### config.mk
export PLATFORM = sky130hd
export DESIGN_NAME = moesif_snoop_coherence_model_core
export DESIGN_NICKNAME = d
export VERILOG_FILES = /design/src/rtl/moesif_pkg.sv /design/src/rtl/moesif_cache.sv /design/src/rtl/moesif_stats.sv /design/src/rtl/moesif_snoop_coherence_model_core.sv
export SDC_FILE = /design/constraint.sdc
export NUM_CORES = 1
export LEC_CHECK = 0
export BUFFER_PORTS_ARGS = -buffer_cell sky130_fd_sc_hd__buf_4
export CAP_MARGIN = 0
export CORE_AREA = 8 8 219 431
export CTS_CLUSTER_DIAMETER = 100
export DETAILED_ROUTE_END_ITERATION = 8
export DIE_AREA = 0 0 227 439
export GPL_ROUTABILITY_DRIVEN = 1
export PLACE_DENSITY_LB_ADDON = 0.08
export SLEW_MARGIN = 40
export SYNTH_ARGS = -nofsm -noshare
export SYNTH_HDL_FRONTEND = slang
export SYNTH_SLANG_ARGS = --single-unit
### constraint.sdc
create_clock -name clk_i -period 12.8 [get_ports clk_i]
set_clock_uncertainty 0.05 [all_clocks]
set_input_delay 0.64 -clock clk_i [delete_from_list [all_inputs] [get_ports clk_i]]
set_output_delay 0.64 -clock clk_i [all_outputs]
set_load 0.03 [all_outputs]
### src/rtl/moesif_pkg.sv
// shared types and codes for the moesif snoop coherence block
// no dependencies; imported by moesif_cache and the top level of the block
package moesif_pkg;

  // line states, codes fixed by the coherence model
  typedef enum logic [2:0] {
    COH_M = 3'd0,
    COH_O = 3'd1,
    COH_E = 3'd2,
    COH_S = 3'd3,
    COH_I = 3'd4,
    COH_F = 3'd5
  } coh_e;

  // operations one cache bank performs on its ways in a cycle
  typedef enum logic [2:0] {
    OP_NONE          = 3'd0,
    OP_TOUCH         = 3'd1,
    OP_WRITE_HIT     = 3'd2,
    OP_FILL          = 3'd3,
    OP_SNP_READ      = 3'd4,
    OP_SNP_KILL_S    = 3'd5,
    OP_SNP_KILL_SHRD = 3'd6,
    OP_SNP_KILL_ALL  = 3'd7
  } cache_op_e;

  localparam logic KIND_WRITE = 1'b0;
  localparam logic KIND_READ  = 1'b1;

  typedef struct packed {
    logic [1:0]  core_id;
    logic        kind;
    logic [15:0] line_tag;
  } req_t;

  typedef struct packed {
    logic        was_hit;
    logic [1:0]  writebacks_now;
    logic        broadcast_now;
    logic        transfer_now;
    logic [31:0] total_hits;
    logic [31:0] total_misses;
    logic [31:0] total_writebacks;
    logic [31:0] total_broadcasts;
    logic [31:0] total_transfers;
  } rsp_t;

  typedef struct packed {
    logic       was_hit;
    logic [1:0] writebacks_now;
    logic       broadcast_now;
    logic       transfer_now;
  } evt_t;

  typedef struct packed {
    cache_op_e op;
    coh_e      fill_state;
    logic      fill_dirty;
  } cache_cmd_t;

  typedef struct packed {
    logic hit;
    coh_e state;
    logic victim_dirty;
  } cache_look_t;

endpackage

### src/rtl/moesif_cache.sv
// one core's fully associative cache: per-way state, tag, lru rank, dirty mark
// depends on moesif_pkg
module moesif_cache #(
  parameter int NUM_WAYS = 4,
  parameter int TAG_BITS = 16
) (
  input  logic                     clk_i,
  input  logic                     rst_ni,
  input  logic [TAG_BITS-1:0]      tag_i,
  input  moesif_pkg::cache_cmd_t   cmd_i,
  output moesif_pkg::cache_look_t  look_o
);
  import moesif_pkg::*;

  localparam int RW = $clog2(NUM_WAYS);

  coh_e                state_q [NUM_WAYS];
  coh_e                state_d [NUM_WAYS];
  logic [RW-1:0]       rank_q  [NUM_WAYS];
  logic [RW-1:0]       rank_d  [NUM_WAYS];
  logic [TAG_BITS-1:0] tag_q   [NUM_WAYS];
  logic [NUM_WAYS-1:0] dirty_q, dirty_d;

  logic          hit;
  logic [RW-1:0] hit_way;
  logic          inv_found, lru_found;
  logic [RW-1:0] inv_way, lru_way, victim, tgt;
  logic          do_touch;
  logic [RW-1:0] old_rank;

  // lookup and victim search
  always_comb begin
    hit       = 1'b0;
    hit_way   = '0;
    inv_found = 1'b0;
    inv_way   = '0;
    lru_found = 1'b0;
    lru_way   = '0;
    for (int w = 0; w < NUM_WAYS; w++) begin
      if (!hit && state_q[w] != COH_I && tag_q[w] == tag_i) begin
        hit     = 1'b1;
        hit_way = RW'(w);
      end
      if (!inv_found && state_q[w] == COH_I) begin
        inv_found = 1'b1;
        inv_way   = RW'(w);
      end
      if (!lru_found && rank_q[w] == '0) begin
        lru_found = 1'b1;
        lru_way   = RW'(w);
      end
    end
    victim = inv_found ? inv_way : (lru_found ? lru_way : '0);
    tgt    = (cmd_i.op == OP_FILL) ? victim : hit_way;
  end

  assign look_o.hit          = hit;
  assign look_o.state        = hit ? state_q[hit_way] : COH_I;
  assign look_o.victim_dirty = dirty_q[victim];

  // state and dirty update
  always_comb begin
    state_d  = state_q;
    dirty_d  = dirty_q;
    do_touch = 1'b0;
    unique case (cmd_i.op)
      OP_NONE: ;
      OP_TOUCH: do_touch = 1'b1;
      OP_WRITE_HIT: begin
        do_touch = 1'b1;
        if (state_q[tgt] != COH_M) begin
          state_d[tgt] = COH_M;
          dirty_d[tgt] = 1'b1;
        end
      end
      OP_FILL: begin
        do_touch     = 1'b1;
        state_d[tgt] = cmd_i.fill_state;
        dirty_d[tgt] = cmd_i.fill_dirty;
      end
      OP_SNP_READ: begin
        if (hit && state_q[tgt] == COH_M) state_d[tgt] = COH_O;
        if (hit && state_q[tgt] == COH_E) state_d[tgt] = COH_F;
      end
      OP_SNP_KILL_S: begin
        if (hit && state_q[tgt] == COH_S) state_d[tgt] = COH_I;
      end
      OP_SNP_KILL_SHRD: begin
        if (hit && (state_q[tgt] == COH_O || state_q[tgt] == COH_F ||
                    state_q[tgt] == COH_S)) state_d[tgt] = COH_I;
      end
      OP_SNP_KILL_ALL: begin
        if (hit && (state_q[tgt] == COH_O || state_q[tgt] == COH_M ||
                    state_q[tgt] == COH_F || state_q[tgt] == COH_S)) state_d[tgt] = COH_I;
      end
    endcase
  end

  // lru touch: target goes to top, ranks above it drop by one
  always_comb begin
    old_rank = rank_q[tgt];
    rank_d   = rank_q;
    if (do_touch) begin
      for (int w = 0; w < NUM_WAYS; w++) begin
        if (rank_q[w] > old_rank) begin
          rank_d[w] = RW'(rank_q[w] - 1'b1);
        end else if (rank_q[w] == old_rank) begin
          rank_d[w] = RW'(NUM_WAYS - 1);
        end
      end
    end
  end

  always_ff @(posedge clk_i or negedge rst_ni) begin
    if (!rst_ni) begin
      for (int w = 0; w < NUM_WAYS; w++) begin
        state_q[w] <= COH_I;
        rank_q[w]  <= RW'(w);
      end
      dirty_q <= '0;
    end else begin
      state_q <= state_d;
      rank_q  <= rank_d;
      dirty_q <= dirty_d;
    end
  end

  // invalid ways never match, so tags need no reset
  always_ff @(posedge clk_i) begin
    if (cmd_i.op == OP_FILL) begin
      tag_q[victim] <= tag_i;
    end
  end

endmodule

### src/rtl/moesif_stats.sv
// one saturating running total, shown masked or zero extended to 32 bits
// depends on nothing outside this file
module moesif_stats #(
  parameter int COUNT_BITS = 32
) (
  input  logic        clk_i,
  input  logic        rst_ni,
  input  logic [1:0]  inc_i,
  output logic [31:0] total_o
);

  localparam logic [COUNT_BITS-1:0] CNT_MAX = '1;

  logic [COUNT_BITS-1:0] cnt_q, cnt_d;
  logic [COUNT_BITS:0]   sum;

  always_comb begin
    sum = {1'b0, cnt_q} + (COUNT_BITS + 1)'(inc_i);
    if (sum > {1'b0, CNT_MAX}) begin
      cnt_d = CNT_MAX;
    end else begin
      cnt_d = sum[COUNT_BITS-1:0];
    end
  end

  always_ff @(posedge clk_i or negedge rst_ni) begin
    if (!rst_ni) begin
      cnt_q <= '0;
    end else begin
      cnt_q <= cnt_d;
    end
  end

  if (COUNT_BITS >= 32) begin : g_wide
    assign total_o = cnt_q[31:0];
  end else begin : g_narrow
    assign total_o = {(32 - COUNT_BITS)'(0), cnt_q};
  end

endmodule

### src/rtl/moesif_snoop_coherence_model_core.sv
// top level of the moesif snooping coherence model
// depends on moesif_pkg, moesif_cache and moesif_stats
//
// Snooping MOESIF coherence model for NUM_CORES cores, each holding a
// NUM_WAYS-way fully associative cache with lru replacement. Each beat on
// the request side is one read or write by one core to one line tag. A
// beat is taken at every clock edge where start_i is high and busy_o is
// low; busy_o stays low, so a new access can be issued every cycle. The
// access is captured in an input register, then in the following cycle
// all tag compares in every core, the snoop actions on the other cores and
// the install in the requesting core are resolved in one pass and written
// to the way registers. The result register loads at the same edge as the
// way registers, so the result beat is on result_o, marked by result_valid_o,
// for a single cycle; the receiver cannot stall it, so it must take every
// beat. Throughput is one access per cycle, set by the single combinational
// pass over all ways between the input register and the way and result
// registers.
// A core_id of NUM_CORES or more still produces a result beat, with all
// event fields zero and unchanged totals. Totals saturate at their
// COUNT_BITS maximum and show their low 32 bits.
module moesif_snoop_coherence_model_core #(
  parameter int NUM_CORES  = 4,
  parameter int NUM_WAYS   = 4,
  parameter int TAG_BITS   = 16,
  parameter int COUNT_BITS = 32
) (
  input  logic              clk_i,
  input  logic              rst_ni,
  input  logic              start_i,
  output logic              busy_o,
  input  moesif_pkg::req_t  req_i,
  output logic              result_valid_o,
  output moesif_pkg::rsp_t  result_o
);
  import moesif_pkg::*;

  // input register
  logic in_valid_q;
  req_t in_q;

  // per-core lookup results and commands
  cache_look_t         look [NUM_CORES];
  cache_cmd_t          cmd  [NUM_CORES];
  logic [31:0]         tag_ext;
  logic [TAG_BITS-1:0] tag;

  // access decode
  logic      act;
  logic      req_hit, req_vdirty;
  coh_e      req_state;
  logic      any_o, any_supply, any_dirty;
  cache_op_e req_op, oth_op;
  coh_e      fill_state;
  logic      fill_dirty;
  logic      ev_hit, ev_miss, ev_bc, ev_tr;
  logic      wb_snoop, wb_victim;
  logic [1:0] ev_wb;

  // result register
  logic result_valid_q;
  evt_t evt_q;

  logic [31:0] tot_hits, tot_misses, tot_wbs, tot_bcs, tot_trs;

  // never stalls: one access per cycle
  assign busy_o = 1'b0;

  always_ff @(posedge clk_i or negedge rst_ni) begin
    if (!rst_ni) begin
      in_valid_q <= 1'b0;
    end else begin
      in_valid_q <= start_i && !busy_o;
    end
  end

  always_ff @(posedge clk_i) begin
    if (start_i && !busy_o) begin
      in_q <= req_i;
    end
  end

  // only the low TAG_BITS of the line tag take part
  assign tag_ext = 32'(in_q.line_tag);
  assign tag     = tag_ext[TAG_BITS-1:0];

  for (genvar c = 0; c < NUM_CORES; c++) begin : g_core
    moesif_cache #(
      .NUM_WAYS (NUM_WAYS),
      .TAG_BITS (TAG_BITS)
    ) u_cache (
      .clk_i  (clk_i),
      .rst_ni (rst_ni),
      .tag_i  (tag),
      .cmd_i  (cmd[c]),
      .look_o (look[c])
    );
  end

  // requester view and what the other cores hold
  always_comb begin
    act        = in_valid_q && (32'(in_q.core_id) < 32'(NUM_CORES));
    req_hit    = 1'b0;
    req_state  = COH_I;
    req_vdirty = 1'b0;
    any_o      = 1'b0;
    any_supply = 1'b0;
    any_dirty  = 1'b0;
    for (int c = 0; c < NUM_CORES; c++) begin
      if (32'(c) == 32'(in_q.core_id)) begin
        req_hit    = look[c].hit;
        req_state  = look[c].state;
        req_vdirty = look[c].victim_dirty;
      end else if (look[c].hit) begin
        if (look[c].state == COH_O) any_o = 1'b1;
        if (look[c].state == COH_M || look[c].state == COH_O ||
            look[c].state == COH_E || look[c].state == COH_F) any_supply = 1'b1;
        if (look[c].state == COH_M || look[c].state == COH_O) any_dirty = 1'b1;
      end
    end
  end

  // protocol decision for this access
  always_comb begin
    req_op     = OP_NONE;
    oth_op     = OP_NONE;
    fill_state = COH_E;
    fill_dirty = 1'b0;
    ev_hit     = 1'b0;
    ev_miss    = 1'b0;
    ev_bc      = 1'b0;
    ev_tr      = 1'b0;
    wb_snoop   = 1'b0;
    wb_victim  = 1'b0;
    if (act) begin
      if (in_q.kind == KIND_READ) begin
        if (req_hit) begin
          // read hit: broadcast unless exclusive, state unchanged
          ev_hit = 1'b1;
          ev_bc  = (req_state != COH_E);
          req_op = OP_TOUCH;
        end else begin
          // read miss: others downgrade and may supply the line
          ev_miss    = 1'b1;
          ev_bc      = 1'b1;
          ev_tr      = any_supply;
          oth_op     = OP_SNP_READ;
          req_op     = OP_FILL;
          fill_state = any_supply ? COH_S : COH_E;
          fill_dirty = any_dirty;
          wb_victim  = req_vdirty;
        end
      end else if (req_hit) begin
        ev_hit = 1'b1;
        req_op = OP_WRITE_HIT;
        if (req_state == COH_O) begin
          // owner upgrade: its own writeback, shared copies dropped
          ev_bc    = 1'b1;
          wb_snoop = 1'b1;
          oth_op   = OP_SNP_KILL_S;
        end else if (req_state != COH_E && req_state != COH_M) begin
          // shared or forward upgrade: other sharers and owner dropped
          ev_bc    = 1'b1;
          wb_snoop = any_o;
          oth_op   = OP_SNP_KILL_SHRD;
        end
      end else begin
        // write miss: other M, O, F and S copies invalidated, installed modified
        ev_miss    = 1'b1;
        ev_bc      = 1'b1;
        wb_snoop   = any_o;
        oth_op     = OP_SNP_KILL_ALL;
        req_op     = OP_FILL;
        fill_state = COH_M;
        fill_dirty = 1'b1;
        wb_victim  = req_vdirty;
      end
    end
    ev_wb = {1'b0, wb_snoop} + {1'b0, wb_victim};
  end

  always_comb begin
    for (int c = 0; c < NUM_CORES; c++) begin
      cmd[c].op         = (act && 32'(c) == 32'(in_q.core_id)) ? req_op : oth_op;
      cmd[c].fill_state = fill_state;
      cmd[c].fill_dirty = fill_dirty;
    end
  end

  // running totals update on the same edge as the result register, so
  // during the result beat they already include that access
  moesif_stats #(.COUNT_BITS(COUNT_BITS)) u_hits (
    .clk_i (clk_i), .rst_ni (rst_ni), .inc_i ({1'b0, ev_hit}), .total_o (tot_hits)
  );
  moesif_stats #(.COUNT_BITS(COUNT_BITS)) u_misses (
    .clk_i (clk_i), .rst_ni (rst_ni), .inc_i ({1'b0, ev_miss}), .total_o (tot_misses)
  );
  moesif_stats #(.COUNT_BITS(COUNT_BITS)) u_wbs (
    .clk_i (clk_i), .rst_ni (rst_ni), .inc_i (ev_wb), .total_o (tot_wbs)
  );
  moesif_stats #(.COUNT_BITS(COUNT_BITS)) u_bcs (
    .clk_i (clk_i), .rst_ni (rst_ni), .inc_i ({1'b0, ev_bc}), .total_o (tot_bcs)
  );
  moesif_stats #(.COUNT_BITS(COUNT_BITS)) u_trs (
    .clk_i (clk_i), .rst_ni (rst_ni), .inc_i ({1'b0, ev_tr}), .total_o (tot_trs)
  );

  always_ff @(posedge clk_i or negedge rst_ni) begin
    if (!rst_ni) begin
      result_valid_q <= 1'b0;
    end else begin
      result_valid_q <= in_valid_q;
    end
  end

  always_ff @(posedge clk_i) begin
    if (in_valid_q) begin
      evt_q.was_hit        <= ev_hit;
      evt_q.writebacks_now <= ev_wb;
      evt_q.broadcast_now  <= ev_bc;
      evt_q.transfer_now   <= ev_tr;
    end
  end

  assign result_valid_o = result_valid_q;

  always_comb begin
    result_o.was_hit          = evt_q.was_hit;
    result_o.writebacks_now   = evt_q.writebacks_now;
    result_o.broadcast_now    = evt_q.broadcast_now;
    result_o.transfer_now     = evt_q.transfer_now;
    result_o.total_hits       = tot_hits;
    result_o.total_misses     = tot_misses;
    result_o.total_writebacks = tot_wbs;
    result_o.total_broadcasts = tot_bcs;
    result_o.total_transfers  = tot_trs;
  end

`ifndef ASSERT_OFF
  // every captured access yields exactly one result beat in the following cycle
  a_one_result: assert property (@(posedge clk_i) disable iff (!rst_ni)
    in_valid_q |=> result_valid_o)
    else $error("captured access produced no result beat");

  // a supplied line only happens on a miss
  a_transfer_miss: assert property (@(posedge clk_i) disable iff (!rst_ni)
    result_valid_o && result_o.transfer_now |-> !result_o.was_hit)
    else $error("cache transfer reported on a hit");

  // totals move only when an access is resolved
  a_totals_hold: assert property (@(posedge clk_i) disable iff (!rst_ni)
    !in_valid_q |=> $stable(result_o.total_hits) && $stable(result_o.total_misses)
                    && $stable(result_o.total_writebacks))
    else $error("running totals changed without an access");
`endif

endmodule
==> report_table.html <==
<table>
<tr><th>Metric</th><th>Value</th></tr>
<tr><th colspan="2">Run status</th></tr>
<tr><td>Result of the run</td><td>finished clean</td></tr>
<tr><th colspan="2">Power and ir drop</th></tr>
<tr><td>Sum of internal, switching and leakage power</td><td>about 5 mW</td></tr>
<tr><td>Sequential fraction of design power</td><td>about two fifths</td></tr>
<tr><td>Relative contribution of the clock network to total power</td><td>33.5%</td></tr>
<tr><td>Peak supply drop</td><td>between 100 and 150 uV</td></tr>
<tr><td>Combinational cell fraction of total power</td><td>between 20% and 30%</td></tr>
<tr><td>Leakage power of the design</td><td>13.6 nW</td></tr>
<tr><td>Switching power</td><td>approximately 1.7 mW</td></tr>
<tr><td>Design internal power</td><td>~3.5 mW</td></tr>
<tr><td>Switching power as a share of total power</td><td>about 32%</td></tr>
<tr><td>Power density normalized to cell area</td><td>approximately 160 nW/um2</td></tr>
<tr><th colspan="2">Clock tree</th></tr>
<tr><td>Later-pin clock latency in the skew report</td><td>between 600 and 700 ps</td></tr>
<tr><td>Clock slew at the register clock pins of the worst setup and hold paths</td><td>60 ps</td></tr>
<tr><td>Quantity of gates resized following cts</td><td>0</td></tr>
<tr><td>Buffer cell driving the clock tree root</td><td>sky130_fd_sc_hd__clkbuf_16</td></tr>
<tr><td>Buffer depth of the longest clock path</td><td>3</td></tr>
<tr><td>Deepest level of the CTS H-tree</td><td>2</td></tr>
<tr><td>TritonCTS clock tree</td><td>built</td></tr>
<tr><td>Number of clock sinks</td><td>538</td></tr>
<tr><td>Number of buffers inserted by hold repair at cts</td><td>1</td></tr>
<tr><td>Clock buffers created by TritonCTS</td><td>56</td></tr>
<tr><td>Postcts setup bufs</td><td>0</td></tr>
<tr><th colspan="2">STA</th></tr>
<tr><td>Worst slack on hold paths</td><td>120 ps</td></tr>
<tr><td>Finish-stage setup viols</td><td>0</td></tr>
<tr><td>Final worst path period share</td><td>55.6%</td></tr>
<tr><td>Minimum clock period after layout</td><td>between 7000 and 8000 ps</td></tr>
<tr><td>Transition time at the pin with the least slew margin</td><td>between 900 and 1000 ps</td></tr>
<tr><td>Relative max-transition margin</td><td>between 30 and 40%</td></tr>
<tr><td>Max Slew Vio Count</td><td>0</td></tr>
<tr><td>Final hold violation count</td><td>0</td></tr>
<tr><td>Unrepaired setup endpoints after global routing</td><td>no</td></tr>
<tr><td>Setup TNS</td><td>0 ps</td></tr>
<tr><td>Maximum achievable frequency</td><td>between 100 and 150 MHz</td></tr>
<tr><th colspan="2">Job</th></tr>
<tr><td>Max-capacitance violation count</td><td>0</td></tr>
<tr><th colspan="2">Logic synthesis</th></tr>
<tr><td>Number of unique standard cell types used by synthesis</td><td>112</td></tr>
<tr><td>Cell Area, Synth</td><td>around 28,000 um2</td></tr>
<tr><td>Syn Inst Count</td><td>~2,600</td></tr>
<tr><td>Share of flip-flops with an asynchronous set or reset</td><td>between 40% and 50%</td></tr>
<tr><td>YS warnings</td><td>0</td></tr>
<tr><td>Number of enable flip-flop cells after synthesis</td><td>280</td></tr>
<tr><td>Number of flip-flops and latches in the synthesized netlist</td><td>538</td></tr>
<tr><td>Sequential share of the synthesized area</td><td>roughly 53%</td></tr>
<tr><td>Average footprint of a synthesized cell</td><td>about 11 um2</td></tr>
<tr><td>Synthesized netlist net count</td><td>between 2,000 and 3,000</td></tr>
<tr><td>Main synth FF type</td><td>sky130_fd_sc_hd__edfxtp_1</td></tr>
<tr><th colspan="2">Critical path</th></tr>
<tr><td>Critical-path maximum fanout</td><td>29</td></tr>
<tr><td>Cell seen most often among critical-path stages</td><td>sky130_fd_sc_hd__and3_1</td></tr>
<tr><td>Critical path class</td><td>flop to flop</td></tr>
<tr><td>Startpoint of the worst-slack reg-to-reg timing path</td><td>g_core[2].u_cache.state_q[2]</td></tr>
<tr><td>Slowest cell on crit path</td><td>sky130_fd_sc_hd__or3_2</td></tr>
<tr><td>Number of buffer and inverter instances along the worst setup path</td><td>1</td></tr>
<tr><td>Worst setup SP type</td><td>flop</td></tr>
<tr><td>Reg-to-reg critical path endpoint</td><td>u_misses.total_o[12]</td></tr>
<tr><td>Critical path required time</td><td>~13,000 ps</td></tr>
<tr><td>Data arrival time of the critical path</td><td>7610 ps</td></tr>
<tr><td>Slack of the worst reg-to-reg path</td><td>between 5000 and 6000 ps</td></tr>
<tr><td>Worst reg-to-reg path cell count</td><td>18</td></tr>
<tr><td>Top delay family on crit path</td><td>simple AND/OR/NAND/NOR gates</td></tr>
<tr><td>Critical-path cell list</td><td>nor3b_1, nor4_1, and3_1, a22oi_1, nand3_2, o32a_1, nand2_1, nand2_1, inv_1, ha_1, ha_1, and3_1, and3_1, and3_1, nand3_1, or2_2, or3_2, o21ai_0</td></tr>
<tr><td>Category of the worst setup path capture point</td><td>flop</td></tr>
<tr><td>Maximum single-stage delay on the critical path</td><td>750 ps</td></tr>
<tr><th colspan="2">Die</th></tr>
<tr><td>Initial core utilization</td><td>31.7%</td></tr>
<tr><td>Die area</td><td>about 100,000 um2</td></tr>
<tr><td>Vertical die dimension</td><td>between 400 and 500 um</td></tr>
<tr><td>CORE AREA</td><td>between 80,000 and 90,000 um2</td></tr>
<tr><td>I/O Pins</td><td>approximately 190</td></tr>
<tr><td>Placement Rows</td><td>around 160</td></tr>
<tr><td>Die Wd</td><td>roughly 230 um</td></tr>
<tr><th colspan="2">Global routing</th></tr>
<tr><td>Global route total overflow</td><td>0</td></tr>
<tr><td>GR Util All Layers</td><td>about 16%</td></tr>
<tr><td>Via count of the first global-routing pass</td><td>approximately 21,000</td></tr>
<tr><td>First-pass GRT wire length</td><td>128,000 um</td></tr>
<tr><td>Maximum number of pins on one net before global-route repair</td><td>77</td></tr>
<tr><td>Antenna violations before repair</td><td>0</td></tr>
<tr><th colspan="2">Route</th></tr>
<tr><td>DR vias/cell</td><td>just over 5</td></tr>
<tr><td>Detailed-routing iteration count for the pre-antenna-repair pass</td><td>5</td></tr>
<tr><td>Total vias in the final route</td><td>20,448</td></tr>
<tr><td>Routed met2 length</td><td>40,600 um</td></tr>
<tr><td>Wire length reported by the detailed router</td><td>83,100 um</td></tr>
<tr><td>Sum of routed wire segments on met1</td><td>37,100 um</td></tr>
<tr><td>Top sig layer</td><td>met4</td></tr>
<tr><td>Post-route antenna net violation count</td><td>0</td></tr>
<tr><td>Met3 wire len</td><td>approximately 3300 um</td></tr>
<tr><td>Average wire length per cell after detail routing</td><td>between 20 and 25 um</td></tr>
<tr><td>Number of DRC markers in iteration 0</td><td>between 1,000 and 1,500</td></tr>
<tr><td>DRC violation count after routing</td><td>0</td></tr>
<tr><th colspan="2">Final layout</th></tr>
<tr><td>Final antenna diode count</td><td>0</td></tr>
<tr><td>Share of the core filled with cells</td><td>between 30% and 40%</td></tr>
<tr><td>Fillcell total</td><td>between 8,000 and 9,000</td></tr>
<tr><td>Layout cell share with drive strength beyond 1</td><td>between 15 and 20%</td></tr>
<tr><td>Synthesis-to-finish area growth</td><td>16.5%</td></tr>
<tr><td>Final #Nets</td><td>approximately 2,900</td></tr>
<tr><th colspan="2">Place</th></tr>
<tr><td>Port bufs</td><td>187</td></tr>
<tr><td>GP Congestion</td><td>about 0.88</td></tr>
<tr><td>DP HPWL</td><td>between 50,000 and 60,000 um</td></tr>
<tr><th colspan="2">Worst hold path</th></tr>
<tr><td>Sink of the worst hold path</td><td>tag[5]</td></tr>
<tr><td>Worst hold path startpoint</td><td>req_i[5]</td></tr>
<tr><td>HP Class</td><td>primary input to flop</td></tr>
<tr><td>Number of cells traversed by the worst hold path</td><td>1</td></tr>
</table>
==> placed cells by master (no fill, tap or decap), types with 61 or more instances in the layout <==
master | synthesis | routed
sky130_fd_sc_hd__dfrtp_1 | 226 | 226
sky130_fd_sc_hd__nand2_1 | 277 | 277
sky130_fd_sc_hd__nand3_1 | 119 | 117
sky130_fd_sc_hd__o21ai_0 | 83 | 83
sky130_fd_sc_hd__xor2_1 | 214 | 214
sky130_fd_sc_hd__a21oi_1 | 115 | 114
sky130_fd_sc_hd__buf_4 | 17 | 221
sky130_fd_sc_hd__nor2_1 | 149 | 149
sky130_fd_sc_hd__xnor2_1 | 154 | 154
sky130_fd_sc_hd__nor3_1 | 62 | 61
sky130_fd_sc_hd__inv_1 | 114 | 110
sky130_fd_sc_hd__edfxtp_1 | 280 | 280
==> worst reg2reg max path: cells and delay by family (launching register included) <==
kind | cells | cell delay (ps)
AO/OA/AOI/OAI | 3 | 940
adder cells (fa/ha/maj) | 2 | 470
flip-flops | 1 | 600
buffers and inverters | 1 | 600
AND/OR/NAND/NOR | 12 | 4370
==> worst max-delay path by stage <==
stage                             startpoint                   end  slack (ps)  cells past startpoint
2_1_floorplan                        tag[14]     u_wbs.total_o[26]        6970                     23
3_3_place_gp    g_core[0].u_cache.state_q[2]   u_misses.total_o[5]        5410                     18
3_5_place_dp   g_core[2].u_cache.state_q[11]  u_misses.total_o[12]        5800                     18
4_1_cts                              tag[15]  u_misses.total_o[12]        5750                     19
5_1_grt         g_core[2].u_cache.state_q[2]   u_misses.total_o[5]        5280                     18
6_report        g_core[2].u_cache.state_q[2]  u_misses.total_o[12]        5690                     18
==> through the flow <==
step                std cells  instance area, um2  setup WS, ps
finish                   4008               32800          5690
global route             4008               32800          5280
CTS                      4008               32800          5750
detailed placement       3901               30800          5800
global placement         3900               30700          5410
floorplan                2591               28100          6970
==> logic make-up after synthesis <==
group,after synthesis,synth area share [%]
adder cells (fa/ha/maj),60,2.70
XOR/XNOR,368,11.5
other,1,0.0133
multiplexers,34,1.37
buffers and inverters,206,3.50
AND/OR/NAND/NOR,908,16.2
AO/OA/AOI/OAI,476,11.8
flip-flops,538,53.0
==> final cells by class <==
class / count / area [um2] / share of cell area [%]
Clock inverter: 30 / 348 / 1.06
Clock buffer: 76 / 1610 / 4.90
Sequential cell: 538 / 14900 / 45.5
Inverter: 114 / 428 / 1.31
Multi-Input combinational cell: 1847 / 12300 / 37.5
Timing Repair Buffer: 226 / 1720 / 5.24
Tap cell: 1177 / 1470 / 4.49
==> sequential cells by signal (all words and copies together), names as in the netlist <==
name	cells
act	1
g_core.u_cache.dirty_q	16
g_core.u_cache.rank_q	32
g_core.u_cache.state_q	48
g_core.u_cache.tag_q	256
in_q	3
result_o	5
result_valid_o	1
tag	16
u_bcs.total_o	32
u_hits.total_o	32
u_misses.total_o	32
u_trs.total_o	32
u_wbs.total_o	32
==> power groups by stage <==
stage               clock network (mW)  registers (mW)  logic [mW]
global route                      1.85            2.17        1.42
global placement                     0            2.19        1.25
finish                            1.73            2.15        1.26
floorplan                            0            2.22       0.816
detailed placement                   0            2.19        1.27
CTS                               1.80            2.15        1.28
==> per-layer routing <==
layer | track usage (%) | vias up
met2 | 27.8 | 446
met1 | 21.7 | 10074
met4 | 4.65 | 0
met5 | 0 | -
li1 | - | 9796
met3 | 2.11 | 132
==> Yosys cell counts, types with 8 or more instances <==
library cell               instances  area (um2)
sky130_fd_sc_hd__inv_1           114         428
sky130_fd_sc_hd__dfrtp_1         226        5660
sky130_fd_sc_hd__buf_2            10        50.1
sky130_fd_sc_hd__edfxtp_1        280        8410
sky130_fd_sc_hd__xor2_1          214        1870
sky130_fd_sc_hd__buf_6            18         203
sky130_fd_sc_hd__mux2i_1          25         250
sky130_fd_sc_hd__o21a_1           12        90.1
sky130_fd_sc_hd__o211ai_1         16         120
sky130_fd_sc_hd__xnor2_1         154        1350
sky130_fd_sc_hd__dfstp_2          32         841
sky130_fd_sc_hd__or3_1            19         119
sky130_fd_sc_hd__a211oi_1         14         105
sky130_fd_sc_hd__nor3_1           62         310
sky130_fd_sc_hd__a22oi_1          14         105
sky130_fd_sc_hd__o31ai_1          13        97.6
sky130_fd_sc_hd__a21oi_1         115         576
sky130_fd_sc_hd__nor2_1          149         559
sky130_fd_sc_hd__nand4_1          46         288
sky130_fd_sc_hd__ha_1             59         738
sky130_fd_sc_hd__a22o_1            8        70.1
sky130_fd_sc_hd__nand2b_1         25         156
sky130_fd_sc_hd__nor4_1           43         269
sky130_fd_sc_hd__a31oi_1          41         257
sky130_fd_sc_hd__nor3b_1          10        75.1
sky130_fd_sc_hd__clkbuf_1         43         161
sky130_fd_sc_hd__buf_4            17         128
sky130_fd_sc_hd__o32a_1            8        80.1
sky130_fd_sc_hd__nor2b_1          18         113
sky130_fd_sc_hd__nand3_1         119         596
sky130_fd_sc_hd__o22ai_1           8        50.1
sky130_fd_sc_hd__o21ai_0          83         415
sky130_fd_sc_hd__nand2_1         277        1040
sky130_fd_sc_hd__o221ai_1         11        96.3
sky130_fd_sc_hd__and2_1           22         138
sky130_fd_sc_hd__and4_1            9        78.8
sky130_fd_sc_hd__and3_1           62         388
sky130_fd_sc_hd__a41oi_1           8        70.1
Note: power is estimated with default switching activity, not from simulation.
